### src/design/rqsd_pkg.sv
// ============================================================================
// rqsd_pkg
// Shared types and codes for the record queue with search and delete.
// ============================================================================
package rqsd_pkg;

    // Width of one string field on the channels
    localparam int FIELD_W = 64;

    // Command codes
    localparam logic [2:0] CMD_ENQUEUE = 3'd0;
    localparam logic [2:0] CMD_DEQUEUE = 3'd1;
    localparam logic [2:0] CMD_SEARCH  = 3'd2;
    localparam logic [2:0] CMD_DELETE  = 3'd3;
    localparam logic [2:0] CMD_LIST    = 3'd4;

    // Result status codes
    localparam logic [2:0] ST_ADDED    = 3'd0;
    localparam logic [2:0] ST_FULL     = 3'd1;
    localparam logic [2:0] ST_EMPTY    = 3'd2;
    localparam logic [2:0] ST_DEQUEUED = 3'd3;
    localparam logic [2:0] ST_FOUND    = 3'd4;
    localparam logic [2:0] ST_NOTFOUND = 3'd5;
    localparam logic [2:0] ST_DELETED  = 3'd6;
    localparam logic [2:0] ST_LIST     = 3'd7;

    typedef struct packed {
        logic [2:0]         command;
        logic [FIELD_W-1:0] first_name;
        logic [FIELD_W-1:0] last_name;
        logic [FIELD_W-1:0] student_id;
        logic [FIELD_W-1:0] search_key;
    } rqsd_req_t;

    typedef struct packed {
        logic [2:0]         status;
        logic [FIELD_W-1:0] out_first;
        logic [FIELD_W-1:0] out_last;
        logic [FIELD_W-1:0] out_id;
        logic [3:0]         occupancy;
        logic               last_of_run;
    } rqsd_rsp_t;

    // Source of the record fields in a result
    typedef enum logic [1:0] {
        SRC_ZERO,
        SRC_HOLD,
        SRC_RAM
    } rqsd_src_t;

    // Controller to datapath
    typedef struct packed {
        logic       req_load;
        logic       idx_clr;
        logic       idx_inc;
        logic       rd_en;
        logic       rd_ahead;
        logic       wr_en;
        logic       wr_shift;
        logic       hold_load;
        logic       out_load;
        rqsd_src_t  out_src;
        logic [2:0] out_status;
        logic       out_last;
        logic       cnt_inc;
        logic       cnt_dec;
        logic       head_adv;
    } rqsd_cmd_t;

    // Datapath to controller
    typedef struct packed {
        logic [2:0] command;
        logic       full;
        logic       empty;
        logic       more;
        logic       more2;
        logic       match_any;
        logic       match_id;
        logic       out_free;
    } rqsd_stat_t;

endpackage

### src/design/rqsd_chan_if.sv
// ============================================================================
// rqsd_chan_if
// Valid/ready channel carrying one payload per transfer.
// ============================================================================
interface rqsd_chan_if #(
    parameter type payload_t = logic
);
    logic     valid;
    logic     ready;
    payload_t data;

    modport source (output valid, output data, input ready);
    modport sink   (input valid, input data, output ready);
endinterface

### src/design/record_queue_search_delete_unit.sv
// ============================================================================
// record_queue_search_delete_unit
// Bounded FIFO of name/ID records with case-blind search and ordered delete.
// ============================================================================
// The unit holds up to CAPACITY records of three short ASCII strings in a
// circular record store and works on one command at a time. Enqueue,
// dequeue, full and empty answers pass through the dispatch state into the
// result register; the unit accepts the next command in the same cycle
// that this result is first offered. Search, delete and list walk the
// queue through the single read port of the record store, one entry per
// cycle. A list offers its entries one per cycle while the result side
// keeps taking them. A delete that hits slides every entry behind the
// removed one down through the same port, one per cycle, before it answers.
// Results leave through one output register, so a stalled consumer holds
// back each answer and stalls a list walk. Strings are cut at their first
// zero byte (and at NAME_BYTES) before they are stored or compared.
// ============================================================================
module record_queue_search_delete_unit
    import rqsd_pkg::*;
#(
    parameter int CAPACITY   = 8,
    parameter int NAME_BYTES = 8
) (
    input  logic        clk,
    input  logic        rst_n,
    rqsd_chan_if.sink   request,
    rqsd_chan_if.source result
);

    rqsd_cmd_t  cmd;
    rqsd_stat_t stat;
    rqsd_req_t  req_data;
    logic       in_ready;

    assign req_data      = request.data;
    assign request.ready = in_ready;

    // Sequencer: takes a transfer only when idle, then steps the datapath
    rqsd_ctrl u_ctrl (
        .clk      (clk),
        .rst_n    (rst_n),
        .in_valid (request.valid),
        .in_ready (in_ready),
        .stat     (stat),
        .cmd      (cmd)
    );

    // Record store, pointers, compare and result register
    rqsd_dp #(
        .CAPACITY   (CAPACITY),
        .NAME_BYTES (NAME_BYTES)
    ) u_dp (
        .clk      (clk),
        .rst_n    (rst_n),
        .req_data (req_data),
        .cmd      (cmd),
        .stat     (stat),
        .result   (result)
    );

endmodule

### src/design/rqsd_ram.sv
// ============================================================================
// rqsd_ram
// Generic single-write, single-read RAM with registered read data.
// ============================================================================
module rqsd_ram #(
    parameter int WIDTH  = 8,
    parameter int DEPTH  = 8,
    parameter int ADDR_W = (DEPTH > 1) ? $clog2(DEPTH) : 1
) (
    input  logic              clk,
    input  logic              we,
    input  logic [ADDR_W-1:0] waddr,
    input  logic [WIDTH-1:0]  wdata,
    input  logic              re,
    input  logic [ADDR_W-1:0] raddr,
    output logic [WIDTH-1:0]  rdata
);

    logic [WIDTH-1:0] mem [DEPTH];
    logic [WIDTH-1:0] rdata_reg;

    always_ff @(posedge clk)
    begin
        if (we)
        begin
            mem[waddr] <= wdata;
        end
        // hold read data while no read is issued
        if (re)
        begin
            rdata_reg <= mem[raddr];
        end
    end

    assign rdata = rdata_reg;

endmodule

### src/design/rqsd_ctrl.sv
// ============================================================================
// rqsd_ctrl
// Sequencer for the record queue: dispatch, walk, compact and emit.
// ============================================================================
module rqsd_ctrl
    import rqsd_pkg::*;
(
    input  logic       clk,
    input  logic       rst_n,
    input  logic       in_valid,
    output logic       in_ready,
    input  rqsd_stat_t stat,
    output rqsd_cmd_t  cmd
);

    typedef enum logic [2:0] {
        S_IDLE,
        S_DISPATCH,
        S_EMIT,
        S_DEQ,
        S_SRCH,
        S_DSRCH,
        S_DSHIFT,
        S_LIST
    } state_t;

    state_t     state_reg,       state_next;
    logic [2:0] emit_status_reg, emit_status_next;
    rqsd_src_t  emit_src_reg,    emit_src_next;
    logic       emit_inc_reg,    emit_inc_next;
    logic       emit_dec_reg,    emit_dec_next;

    always_ff @(posedge clk or negedge rst_n)
    begin
        if (!rst_n)
        begin
            state_reg       <= S_IDLE;
            emit_status_reg <= ST_ADDED;
            emit_src_reg    <= SRC_ZERO;
            emit_inc_reg    <= 1'b0;
            emit_dec_reg    <= 1'b0;
        end
        else
        begin
            state_reg       <= state_next;
            emit_status_reg <= emit_status_next;
            emit_src_reg    <= emit_src_next;
            emit_inc_reg    <= emit_inc_next;
            emit_dec_reg    <= emit_dec_next;
        end
    end

    assign in_ready = (state_reg == S_IDLE);

    always_comb
    begin
        cmd              = '0;
        cmd.out_src      = SRC_ZERO;
        state_next       = state_reg;
        emit_status_next = emit_status_reg;
        emit_src_next    = emit_src_reg;
        emit_inc_next    = emit_inc_reg;
        emit_dec_next    = emit_dec_reg;

        unique case (state_reg)
            S_IDLE:
            begin
                cmd.req_load = in_valid;
                if (in_valid)
                begin
                    state_next = S_DISPATCH;
                end
            end

            S_DISPATCH:
            begin
                unique case (stat.command) inside
                    CMD_ENQUEUE:
                    begin
                        emit_inc_next = 1'b0;
                        emit_dec_next = 1'b0;
                        if (stat.full)
                        begin
                            emit_status_next = ST_FULL;
                            emit_src_next    = SRC_ZERO;
                        end
                        else
                        begin
                            // store at the rear now, count up with the result
                            cmd.wr_en        = 1'b1;
                            emit_status_next = ST_ADDED;
                            emit_src_next    = SRC_HOLD;
                            emit_inc_next    = 1'b1;
                        end
                        state_next = S_EMIT;
                    end
                    CMD_DEQUEUE, CMD_SEARCH, CMD_DELETE, CMD_LIST:
                    begin
                        if (stat.empty)
                        begin
                            emit_status_next = ST_EMPTY;
                            emit_src_next    = SRC_ZERO;
                            emit_inc_next    = 1'b0;
                            emit_dec_next    = 1'b0;
                            state_next       = S_EMIT;
                        end
                        else
                        begin
                            // fetch the front entry
                            cmd.idx_clr = 1'b1;
                            cmd.rd_en   = 1'b1;
                            unique case (stat.command)
                                CMD_DEQUEUE: state_next = S_DEQ;
                                CMD_SEARCH:  state_next = S_SRCH;
                                CMD_DELETE:  state_next = S_DSRCH;
                                default:     state_next = S_LIST;
                            endcase
                        end
                    end
                    default:
                    begin
                        // unused command: drop it
                        state_next = S_IDLE;
                    end
                endcase
            end

            S_EMIT:
            begin
                if (stat.out_free)
                begin
                    cmd.out_load   = 1'b1;
                    cmd.out_status = emit_status_reg;
                    cmd.out_src    = emit_src_reg;
                    cmd.out_last   = 1'b1;
                    cmd.cnt_inc    = emit_inc_reg;
                    cmd.cnt_dec    = emit_dec_reg;
                    state_next     = S_IDLE;
                end
            end

            S_DEQ:
            begin
                if (stat.out_free)
                begin
                    cmd.out_load   = 1'b1;
                    cmd.out_status = ST_DEQUEUED;
                    cmd.out_src    = SRC_RAM;
                    cmd.out_last   = 1'b1;
                    cmd.cnt_dec    = 1'b1;
                    cmd.head_adv   = 1'b1;
                    state_next     = S_IDLE;
                end
            end

            S_SRCH:
            begin
                if (stat.match_any)
                begin
                    // hold the matching entry until the result slot frees up
                    if (stat.out_free)
                    begin
                        cmd.out_load   = 1'b1;
                        cmd.out_status = ST_FOUND;
                        cmd.out_src    = SRC_RAM;
                        cmd.out_last   = 1'b1;
                        state_next     = S_IDLE;
                    end
                end
                else if (stat.more)
                begin
                    cmd.idx_inc = 1'b1;
                    cmd.rd_en   = 1'b1;
                end
                else
                begin
                    emit_status_next = ST_NOTFOUND;
                    emit_src_next    = SRC_ZERO;
                    emit_inc_next    = 1'b0;
                    emit_dec_next    = 1'b0;
                    state_next       = S_EMIT;
                end
            end

            S_DSRCH:
            begin
                if (stat.match_id)
                begin
                    cmd.hold_load    = 1'b1;
                    emit_status_next = ST_DELETED;
                    emit_src_next    = SRC_HOLD;
                    emit_inc_next    = 1'b0;
                    emit_dec_next    = 1'b1;
                    if (stat.more)
                    begin
                        // fetch the successor to slide it down
                        cmd.rd_en    = 1'b1;
                        cmd.rd_ahead = 1'b1;
                        state_next   = S_DSHIFT;
                    end
                    else
                    begin
                        state_next = S_EMIT;
                    end
                end
                else if (stat.more)
                begin
                    cmd.idx_inc = 1'b1;
                    cmd.rd_en   = 1'b1;
                end
                else
                begin
                    emit_status_next = ST_NOTFOUND;
                    emit_src_next    = SRC_ZERO;
                    emit_inc_next    = 1'b0;
                    emit_dec_next    = 1'b0;
                    state_next       = S_EMIT;
                end
            end

            S_DSHIFT:
            begin
                cmd.wr_en    = 1'b1;
                cmd.wr_shift = 1'b1;
                cmd.idx_inc  = 1'b1;
                if (stat.more2)
                begin
                    cmd.rd_en    = 1'b1;
                    cmd.rd_ahead = 1'b1;
                end
                else
                begin
                    state_next = S_EMIT;
                end
            end

            S_LIST:
            begin
                if (stat.out_free)
                begin
                    cmd.out_load   = 1'b1;
                    cmd.out_status = ST_LIST;
                    cmd.out_src    = SRC_RAM;
                    cmd.out_last   = !stat.more;
                    if (stat.more)
                    begin
                        cmd.idx_inc = 1'b1;
                        cmd.rd_en   = 1'b1;
                    end
                    else
                    begin
                        state_next = S_IDLE;
                    end
                end
            end

            default:
            begin
                state_next = S_IDLE;
            end
        endcase
    end

endmodule

### src/design/rqsd_dp.sv
// ============================================================================
// rqsd_dp
// Datapath: record store, queue pointers, key compare and result register.
// ============================================================================
module rqsd_dp
    import rqsd_pkg::*;
#(
    parameter int CAPACITY   = 8,
    parameter int NAME_BYTES = 8
) (
    input  logic       clk,
    input  logic       rst_n,
    input  rqsd_req_t  req_data,
    input  rqsd_cmd_t  cmd,
    output rqsd_stat_t stat,
    rqsd_chan_if.source result
);

    localparam int AW = (CAPACITY > 1) ? $clog2(CAPACITY) : 1;
    localparam int CW = $clog2(CAPACITY + 1);
    localparam int FW = 8 * NAME_BYTES;
    localparam int RW = 3 * FW;

    // Keep bytes up to the first zero byte, at most NAME_BYTES of them
    function automatic logic [FW-1:0] clean_str(input logic [FIELD_W-1:0] v);
        logic [FW-1:0] r;
        logic          live;
        r    = '0;
        live = 1'b1;
        for (int b = 0; b < NAME_BYTES; b++)
        begin
            if (v[8*b +: 8] == 8'h00)
            begin
                live = 1'b0;
            end
            if (live)
            begin
                r[8*b +: 8] = v[8*b +: 8];
            end
        end
        return r;
    endfunction

    // Fold upper-case ASCII letters to lower case
    function automatic logic [FW-1:0] fold_str(input logic [FW-1:0] v);
        logic [FW-1:0] r;
        r = v;
        for (int b = 0; b < NAME_BYTES; b++)
        begin
            if (v[8*b +: 8] >= 8'h41 && v[8*b +: 8] <= 8'h5A)
            begin
                r[8*b +: 8] = v[8*b +: 8] + 8'h20;
            end
        end
        return r;
    endfunction

    function automatic logic same_str(input logic [FW-1:0] a, input logic [FW-1:0] b);
        return fold_str(a) == fold_str(b);
    endfunction

    // Physical slot of queue position k
    function automatic logic [AW-1:0] slot(input logic [AW-1:0] head,
                                           input logic [CW-1:0] k);
        logic [CW:0] sum;
        sum = (CW+1)'(head) + (CW+1)'(k);
        if (sum >= (CW+1)'(CAPACITY))
        begin
            sum = sum - (CW+1)'(CAPACITY);
        end
        return AW'(sum);
    endfunction

    logic [AW-1:0] head_reg,    head_next;
    logic [CW-1:0] count_reg,   count_next;
    logic [CW-1:0] idx_reg,     idx_next;
    logic          out_valid_reg, out_valid_next;
    logic [2:0]    command_reg, command_next;
    logic [FW-1:0] key_reg,     key_next;
    logic [RW-1:0] hold_reg,    hold_next;
    rqsd_rsp_t     out_data_reg, out_data_next;

    logic [CW-1:0] rd_k;
    logic [AW-1:0] raddr;
    logic [AW-1:0] waddr;
    logic [RW-1:0] wdata;
    logic [RW-1:0] rdata;
    logic [FW-1:0] rd_first, rd_last, rd_id;
    logic [FW-1:0] hd_first, hd_last, hd_id;

    assign rd_first = rdata[3*FW-1:2*FW];
    assign rd_last  = rdata[2*FW-1:FW];
    assign rd_id    = rdata[FW-1:0];
    assign hd_first = hold_reg[3*FW-1:2*FW];
    assign hd_last  = hold_reg[2*FW-1:FW];
    assign hd_id    = hold_reg[FW-1:0];

    // Walk index
    always_comb
    begin
        if (cmd.idx_clr)
        begin
            idx_next = '0;
        end
        else if (cmd.idx_inc)
        begin
            idx_next = idx_reg + CW'(1);
        end
        else
        begin
            idx_next = idx_reg;
        end
    end

    assign rd_k  = idx_next + CW'(cmd.rd_ahead);
    assign raddr = slot(head_reg, rd_k);
    assign waddr = cmd.wr_shift ? slot(head_reg, idx_reg) : slot(head_reg, count_reg);
    assign wdata = cmd.wr_shift ? rdata : hold_reg;

    rqsd_ram #(
        .WIDTH (RW),
        .DEPTH (CAPACITY)
    ) u_store (
        .clk   (clk),
        .we    (cmd.wr_en),
        .waddr (waddr),
        .wdata (wdata),
        .re    (cmd.rd_en),
        .raddr (raddr),
        .rdata (rdata)
    );

    // Status back to the sequencer
    always_comb
    begin
        stat.command   = command_reg;
        stat.full      = (count_reg >= CW'(CAPACITY));
        stat.empty     = (count_reg == '0);
        stat.more      = ((CW+1)'(idx_reg) + (CW+1)'(1)) < (CW+1)'(count_reg);
        stat.more2     = ((CW+1)'(idx_reg) + (CW+1)'(2)) < (CW+1)'(count_reg);
        stat.match_id  = same_str(rd_id, key_reg);
        stat.match_any = same_str(rd_first, key_reg) || same_str(rd_last, key_reg)
                         || stat.match_id;
        stat.out_free  = !out_valid_reg || result.ready;
    end

    // Queue pointers
    always_comb
    begin
        head_next = head_reg;
        if (cmd.head_adv)
        begin
            head_next = (head_reg == AW'(CAPACITY - 1)) ? '0 : head_reg + AW'(1);
        end
        count_next = count_reg;
        if (cmd.cnt_inc)
        begin
            count_next = count_reg + CW'(1);
        end
        else if (cmd.cnt_dec)
        begin
            count_next = count_reg - CW'(1);
        end
    end

    // Request capture and held record
    always_comb
    begin
        command_next = command_reg;
        key_next     = key_reg;
        hold_next    = hold_reg;
        if (cmd.req_load)
        begin
            command_next = req_data.command;
            key_next     = clean_str(req_data.search_key);
            hold_next    = {clean_str(req_data.first_name),
                            clean_str(req_data.last_name),
                            clean_str(req_data.student_id)};
        end
        else if (cmd.hold_load)
        begin
            hold_next = rdata;
        end
    end

    // Result register
    always_comb
    begin
        out_data_next  = out_data_reg;
        out_valid_next = out_valid_reg;
        if (cmd.out_load)
        begin
            out_valid_next            = 1'b1;
            out_data_next.status      = cmd.out_status;
            out_data_next.occupancy   = 4'(count_next);
            out_data_next.last_of_run = cmd.out_last;
            case (cmd.out_src)
                SRC_HOLD:
                begin
                    out_data_next.out_first = FIELD_W'(hd_first);
                    out_data_next.out_last  = FIELD_W'(hd_last);
                    out_data_next.out_id    = FIELD_W'(hd_id);
                end
                SRC_RAM:
                begin
                    out_data_next.out_first = FIELD_W'(rd_first);
                    out_data_next.out_last  = FIELD_W'(rd_last);
                    out_data_next.out_id    = FIELD_W'(rd_id);
                end
                default:
                begin
                    out_data_next.out_first = '0;
                    out_data_next.out_last  = '0;
                    out_data_next.out_id    = '0;
                end
            endcase
        end
        else if (result.ready)
        begin
            out_valid_next = 1'b0;
        end
    end

    always_ff @(posedge clk or negedge rst_n)
    begin
        if (!rst_n)
        begin
            head_reg      <= '0;
            count_reg     <= '0;
            idx_reg       <= '0;
            out_valid_reg <= 1'b0;
        end
        else
        begin
            head_reg      <= head_next;
            count_reg     <= count_next;
            idx_reg       <= idx_next;
            out_valid_reg <= out_valid_next;
        end
    end

    always_ff @(posedge clk)
    begin
        command_reg  <= command_next;
        key_reg      <= key_next;
        hold_reg     <= hold_next;
        out_data_reg <= out_data_next;
    end

    assign result.valid = out_valid_reg;
    assign result.data  = out_data_reg;

endmodule

### src/flat_wrapper.sv
// flat-port wrapper written by rule: the top's interface ports become plain ports
module record_queue_search_delete_unit_flat import rqsd_pkg::*;
#(
    parameter int CAPACITY   = 8,
    parameter int NAME_BYTES = 8
)
  (clk, rst_n, request_valid, request_data, request_ready, result_valid, result_data, result_ready);
  rqsd_chan_if request_i ();
  rqsd_chan_if result_i ();
  input  logic clk;
  input  logic rst_n;
  input wire logic [$bits(request_i.valid)-1:0] request_valid;
  input wire logic [$bits(request_i.data)-1:0] request_data;
  output wire logic [$bits(request_i.ready)-1:0] request_ready;
  output wire logic [$bits(result_i.valid)-1:0] result_valid;
  output wire logic [$bits(result_i.data)-1:0] result_data;
  input wire logic [$bits(result_i.ready)-1:0] result_ready;
  assign request_i.valid = request_valid;
  assign request_i.data = request_data;
  assign request_ready = request_i.ready;
  assign result_valid = result_i.valid;
  assign result_data = result_i.data;
  assign result_i.ready = result_ready;
  record_queue_search_delete_unit #(.CAPACITY(CAPACITY), .NAME_BYTES(NAME_BYTES)) u_core (.clk(clk), .rst_n(rst_n), .request(request_i), .result(result_i));
endmodule
### config.mk
export PLATFORM = sky130hd
export DESIGN_NAME = record_queue_search_delete_unit_flat
export DESIGN_NICKNAME = d
export VERILOG_FILES = /design/src/design/rqsd_pkg.sv /design/src/design/rqsd_chan_if.sv /design/src/design/record_queue_search_delete_unit.sv /design/src/design/rqsd_ram.sv /design/src/design/rqsd_ctrl.sv /design/src/design/rqsd_dp.sv /design/src/flat_wrapper.sv
export SDC_FILE = /design/constraint.sdc
export NUM_CORES = 2
export LEC_CHECK = 0
export BUFFER_PORTS_ARGS = -buffer_cell sky130_fd_sc_hd__buf_2
export CAP_MARGIN = 20
export CORE_MARGIN = 3
export CORE_UTILIZATION = 50
export CTS_BUF_LIST = sky130_fd_sc_hd__clkbuf_8
export DETAILED_ROUTE_END_ITERATION = 10
export PLACE_DENSITY = 0.65
export SETUP_SLACK_MARGIN = 0.02
export SLEW_MARGIN = 0
export SYNTH_ARGS = -nofsm -noshare
export SYNTH_HDL_FRONTEND = slang
export SYNTH_HIERARCHICAL = 1
export SYNTH_SLANG_ARGS = --single-unit
### constraint.sdc
create_clock -name clk -period 23.6 [get_ports clk]
set_input_delay 2.36 -clock clk [delete_from_list [all_inputs] [get_ports clk]]
set_output_delay 2.36 -clock clk [all_outputs]
set_load 0.01 [all_outputs]
# Yosys cells after proc, flatten, opt, wreduce, memory -nomap -nowiden

Memories as Yosys holds them, arrays and structs flattened. A register that Yosys moved wholly into a read port is not among the register bits.
Index checks and enable logic that the tools add are counted.

Input port bits: 5
RAM bits: 1,536
Logic and storage cells: 256
Memories: 1
Register bits: 223
Output and inout bits: 3

Memory list:

| memory                  | depth | bits a word | rd ports | clocked after Yosys merged registers in | write ports | RTL line       | source |
|---|---|---|---|---|---|---|---|
| u_core.u_dp.u_store.mem | 8     | 192         | 1        | 1                                       | 1           | rqsd_ram.sv:19 | `logic [WIDTH-1:0] mem [DEPTH];` |

Mux-type cells: 94
Equality and inequality tests: 16
Magnitude comparators: 56
Reduce and logical (&&, ||, !) cells: 38
$add $sub $neg: 38

Operator list:

| cell                                                                                 | number |
|---|---|
| 8-bit by 6-bit adder with 8-bit output (second input constant)                       | 25 |
| 8-bit by 7-bit greater-or-equal comparator with 1-bit output (second input constant) | 25 |
| 8-bit by 7-bit <= comparator with 1-bit output (second input constant)               | 25 |
| 8-bit 2-to-1 mux                                                                     | 25 |
| 64-bit by 8-bit == test with 1-bit output                                            | 3 |
| 192-bit 2-to-1 mux                                                                   | 1 |
| 3-bit 2-to-1 mux                                                                     | 17 |
| 7-bit 2-to-1 mux                                                                     | 4 |
| 7-bit one-hot mux with 4 select lines                                                | 1 |
| 1-bit logical AND                                                                    | 25 |
| 1-bit 2-to-1 mux                                                                     | 24 |
| 3-bit one-hot mux with 7 select lines                                                | 1 |
| 2-bit 2-to-1 mux                                                                     | 8 |
| 3-bit by 4-bit adder with 5-bit output                                               | 3 |
| 3-bit == test (second input constant)                                                | 5 |
| 5-bit by 4-bit greater-or-equal comparator with 1-bit output (second input constant) | 3 |
| 4-bit 2-to-1 mux                                                                     | 3 |
| 5-bit by 4-bit less-than comparator with 1-bit output                                | 2 |
| 9-bit 2-to-1 mux                                                                     | 1 |
| 3-bit one-hot mux with 3 select lines                                                | 1 |
| 3-bit by 1-bit subtractor with 3-bit output (second input constant)                  | 3 |
| 4-bit by 1-bit adder with 4-bit output (second input constant)                       | 2 |
| 8-bit logical NOT                                                                    | 1 |
| 2-bit inequality test (second input constant)                                        | 4 |
| 21 further kinds                                                                     | 30 |

# Longest topological paths before layout

Depth after elaboration: 13
Gate-level depth with buffers: 25
Mapped depth without buffers: 22

# Cells and area by module

Netlist, hierarchy kept.

By module, submodules not included:

| module                          | times used | area each (µm²) | cells each | seq. area each (µm²) |
|---|---|---|---|---|
| rqsd_ram                        | 1          | 64,403.0        | 2,424      | 51,889.8 |
| rqsd_dp                         | 1          | 18,676.7        | 1,708      | 8,107.8 |
| rqsd_ctrl                       | 1          | 905.9           | 119        | 250.2 |
| record_queue_search_delete_unit | 1          | 3.8             | 1          | 0.0 |

# Least setup slack after synthesis

No wires, ideal clock.

Path kind: reg2reg
Start point: register u_core.u_ctrl.state_reg[0]
End point: memory u_core/u_dp/u_store/mem[0][0] in the netlist's numbering (enable)
Stages on the path, launching flop included: 13
Path buffers: 4
Arrival: 15,766 ps
Setup time: 981 ps
Clock period less this slack: 16,747 ps
Slack: 6,853 ps
Data required time: 22,619 ps
Path through: dfrtp_1 > buf_4 > nor2b_1 > and2_1 > clkbuf_1 > clkbuf_1 > clkbuf_1 > mux2i_1 > fa_1 > xnor2_1 > xnor2_1 > nand2b_1 > nor3_1

RTL lines:

| item                   | RTL line        | source |
|---|---|---|
| start, declared        | rqsd_ctrl.sv:27 | `state_t state_reg, state_next;` |
| start signal, assigned | rqsd_ctrl.sv:45 | `state_reg <= state_next;` |
| end, declared          | rqsd_ram.sv:19  |  |

==> results.md <==
- Detailed Place HPWL: 107,000 um
- Fin. Hold Viols: 0
- Crit path buf inv count: 4
- Synth Area per Inst: 19.8 sq um
- Max Clk Rate: 104 MHz
- Die height: 415 um
- Row cnt: 149
- Fin nets: 4,952
- Gpl congestion: 0.863
- TritonCTS Sinks: 2,005
- CP max stage delay: 0.86 ns
- Final Slew Violations: 0
- Post-CTS Setup Repair Bufs: 0
- Worst EP required: 24.30 ns
- Worst Clk Skew: 0.102 ns
- Worst-skew pair later-pin latency: 1.04 ns
- Drt pass-1 iters: 5
- Max-cap violations: 0
- Setup TNS: 0 ns
- Pwr dens: 159 nW/um^2
- Worst Path Max Fanout: 53
- Iter 0 DRT Violations: 4,407
- FF-to-FF Start: u_core/u_dp/u_store/rdata[68]$_DFFE_PP_
- TritonCTS clock tree: yes
- WS Path Type: reg -> reg
- Hold WS: 0.480 ns
- Via/cell ratio: 5.84
- DP Area: 87,800 sq um
- Worst R2R End: u_core/u_dp/u_store/rdata[144]$_DFFE_PP_
- Boundary Pins: 8
- Cells after synthesis: 4,221
- Total GRT Usage: 0.227
- Final setup fails: 0
- Outcome: complete, no violations
- Met1 WL: 83,100 um
- Layout area overhead: 12.1%
- Post-DRT Antenna Nets: 0
- Most Frequent Cell on Critical Path: buf_4
- GR Overflow Total: 0
- Worst IR Drop VDD: 0.000242 V
- CTS max path bufs: 4
- CP Cell Sequence: or4_1 -> o22a_1 -> a21boi_0 -> xor2_1 -> nor4_1 -> nand2_1 -> nor4_1 -> buf_4 -> a311o_1 -> o31ai_1 -> nand3_1 -> a21oi_1 -> xnor2_1 -> nor2_1 -> ha_1 -> ha_4 -> buf_4 -> buf_4 -> buf_4 -> mux4_1 -> mux2_2
- Wire per inst: 26.6 um
- Pin count of the biggest net entering global routing: 148
- Tightest Pin Transition: 1.18 ns
- Horiz. Die Dim: 415 um
- Global-route wire length before repair: 288,000 um
- Vias: 42,700
- Share of layout cells above drive strength 1: 0.206
- Hold Path Class: reg -> reg
- RSZ-0062 raised after global routing: no
- CP Capture Type: flop
- R2R depth: 21
- Worst hold path cell count: 1
- CTS clk-pin slew, worst paths: 0.06 ns
- Final Util: 0.566
- Met2 wire length: 92,800 um
- Fin area: 93,800 sq um
- Die Footprint: 172,000 sq um
- DR WL met3: 14,500 um
- Total power: 0.0149 W
- Antenna violations before repair: 2
- Number of CTS-inserted buffers: 341
- Cts hold-fix bufs: 0
- Ys Warns: 6
- Syn Std Cell Area: 83,700 sq um
- Quantity of gates resized following cts: 0
- Startpoint types: flop
- Critical Path Slowest Stage Cell: buf_4
- Crit path time final: 9.58 ns
- Slew headroom: 0.210
- Final wirelength: 195,000 um
- Initial core utilization: 0.505
- Remaining DRCs: 0
- Hold Path Origin: u_core/u_ctrl/emit_inc_reg$_DFFE_PN0P_
- WHS Endpoint: u_core/u_ctrl/emit_inc_reg$_DFFE_PN0P_
- Core area: 166,000 sq um
- Max reg flops: 1,536
- CP top delay family: buffers and inverters
- Leakage: 31.6 nW
- Critical Path AT: 10.28 ns
- Max layer used: met4
- H-tree Lvls: 5
- CTS root buffer: clkbuf_8
- Flop2flop setup slack: 14.02 ns
- Vias in the first global route: 42,900
- IO Port Bufs: 7
- Final period util: 0.406
-- power by group --
| group | switching, W | leakage (nW) | internal [W] |
|---|---|---|---|
| registers | 0.000517 | 18.3 | 0.00520 |
| clock network | 0.00133 | 3.41 | 0.00146 |
| logic | 0.00334 | 9.98 | 0.00309 |
-- layer usage --
| layer | up-vias | GRT usage |
|---|---|---|
| met5 | - | 0 |
| met1 | 22300 | 0.325 |
| met3 | 279 | 0.0437 |
| li1 | 18400 | - |
| met4 | 0 | 0.0628 |
| met2 | 1716 | 0.359 |
-- placed cells by master (no fill, tap or decap), types with 10 or more instances in the layout --
master / count
a22o_1: 102
mux4_1: 243
nor2b_1: 12
dfrtp_1: 17
mux4_2: 141
nor2_1: 45
conb_1: 481
o21ai_1: 15
or4_1: 21
xnor2_1: 112
o41ai_1: 14
bufinv_16: 10
nor3_1: 31
inv_1: 196
mux2_2: 409
clkinv_1: 71
clkinv_2: 29
ha_1: 47
buf_12: 12
buf_4: 41
nand4_1: 24
o21ai_0: 71
clkbuf_8: 347
nand2_1: 116
xor2_1: 89
nand3_1: 18
and2_1: 50
edfxtp_1: 1988
a21oi_1: 53
nor4_1: 89
a31oi_1: 17
o22ai_1: 10
a41oi_1: 10
nand2b_1: 11
-- worst max-delay path by stage --
stage / from / end / slack, ns / cells after the start
after global routing: u_core/u_dp/u_store/rdata[68]$_DFFE_PP_ / u_core/u_dp/u_store/rdata[144]$_DFFE_PP_ / 13.35 / 21
final: u_core/u_dp/u_store/rdata[68]$_DFFE_PP_ / u_core/u_dp/u_store/rdata[144]$_DFFE_PP_ / 14.02 / 21
after CTS: u_core/u_dp/u_store/rdata[68]$_DFFE_PP_ / u_core/u_dp/u_store/rdata[144]$_DFFE_PP_ / 13.97 / 21
after detailed placement: u_core/u_dp/u_store/rdata[68]$_DFFE_PP_ / u_core/u_dp/u_store/rdata[149]$_DFFE_PP_ / 14.05 / 21
after global placement: u_core/u_dp/u_store/rdata[68]$_DFFE_PP_ / u_core/u_dp/u_store/rdata[161]$_DFFE_PP_ / 14.12 / 21
after floorplan: u_core/u_ctrl/state_reg[0]$_DFFE_PN0P_ / u_core/u_dp/u_store/mem[0][0]$_DFFE_PP_ / 6.88 / 12
-- layout make-up --
cell class / instances / area, sq um
inverter: 97 / 369
tap: 2189 / 2740
sequential: 2005 / 60100
fill: 12500 / 71900
timing repair buffer: 62 / 616
multi-input combinational: 2389 / 24000
clock inverter: 221 / 1170
clock buffer: 347 / 4780
antenna: 3 / 7.51
-- worst reg2reg max path, cell delays in order (launching register included) --
cell and delay [ns]:
edfxtp_1 0.58, or4_1 0.58, o22a_1 0.22, a21boi_0 0.76, xor2_1 0.18, nor4_1 0.48, nand2_1 0.12, nor4_1 0.46
buf_4 0.18, a311o_1 0.40, o31ai_1 0.11, nand3_1 0.12, a21oi_1 0.15, xnor2_1 0.16, nor2_1 0.14, ha_1 0.27
ha_4 0.78, buf_4 0.87, buf_4 0.79, buf_4 0.92, mux4_1 0.73, mux2_2 0.28
-- per-stage QoR --
| step | worst slack [ns] | std cells |
|---|---|---|
| 5_1_grt | 13.35 | 7312 |
| 6_report | 14.02 | 7313 |
| 3_3_place_gp | 14.12 | 6740 |
| 2_1_floorplan | 6.88 | 4701 |
| 4_1_cts | 13.97 | 7308 |
| 3_5_place_dp | 14.05 | 6740 |
(Power assumes the default switching activity.)
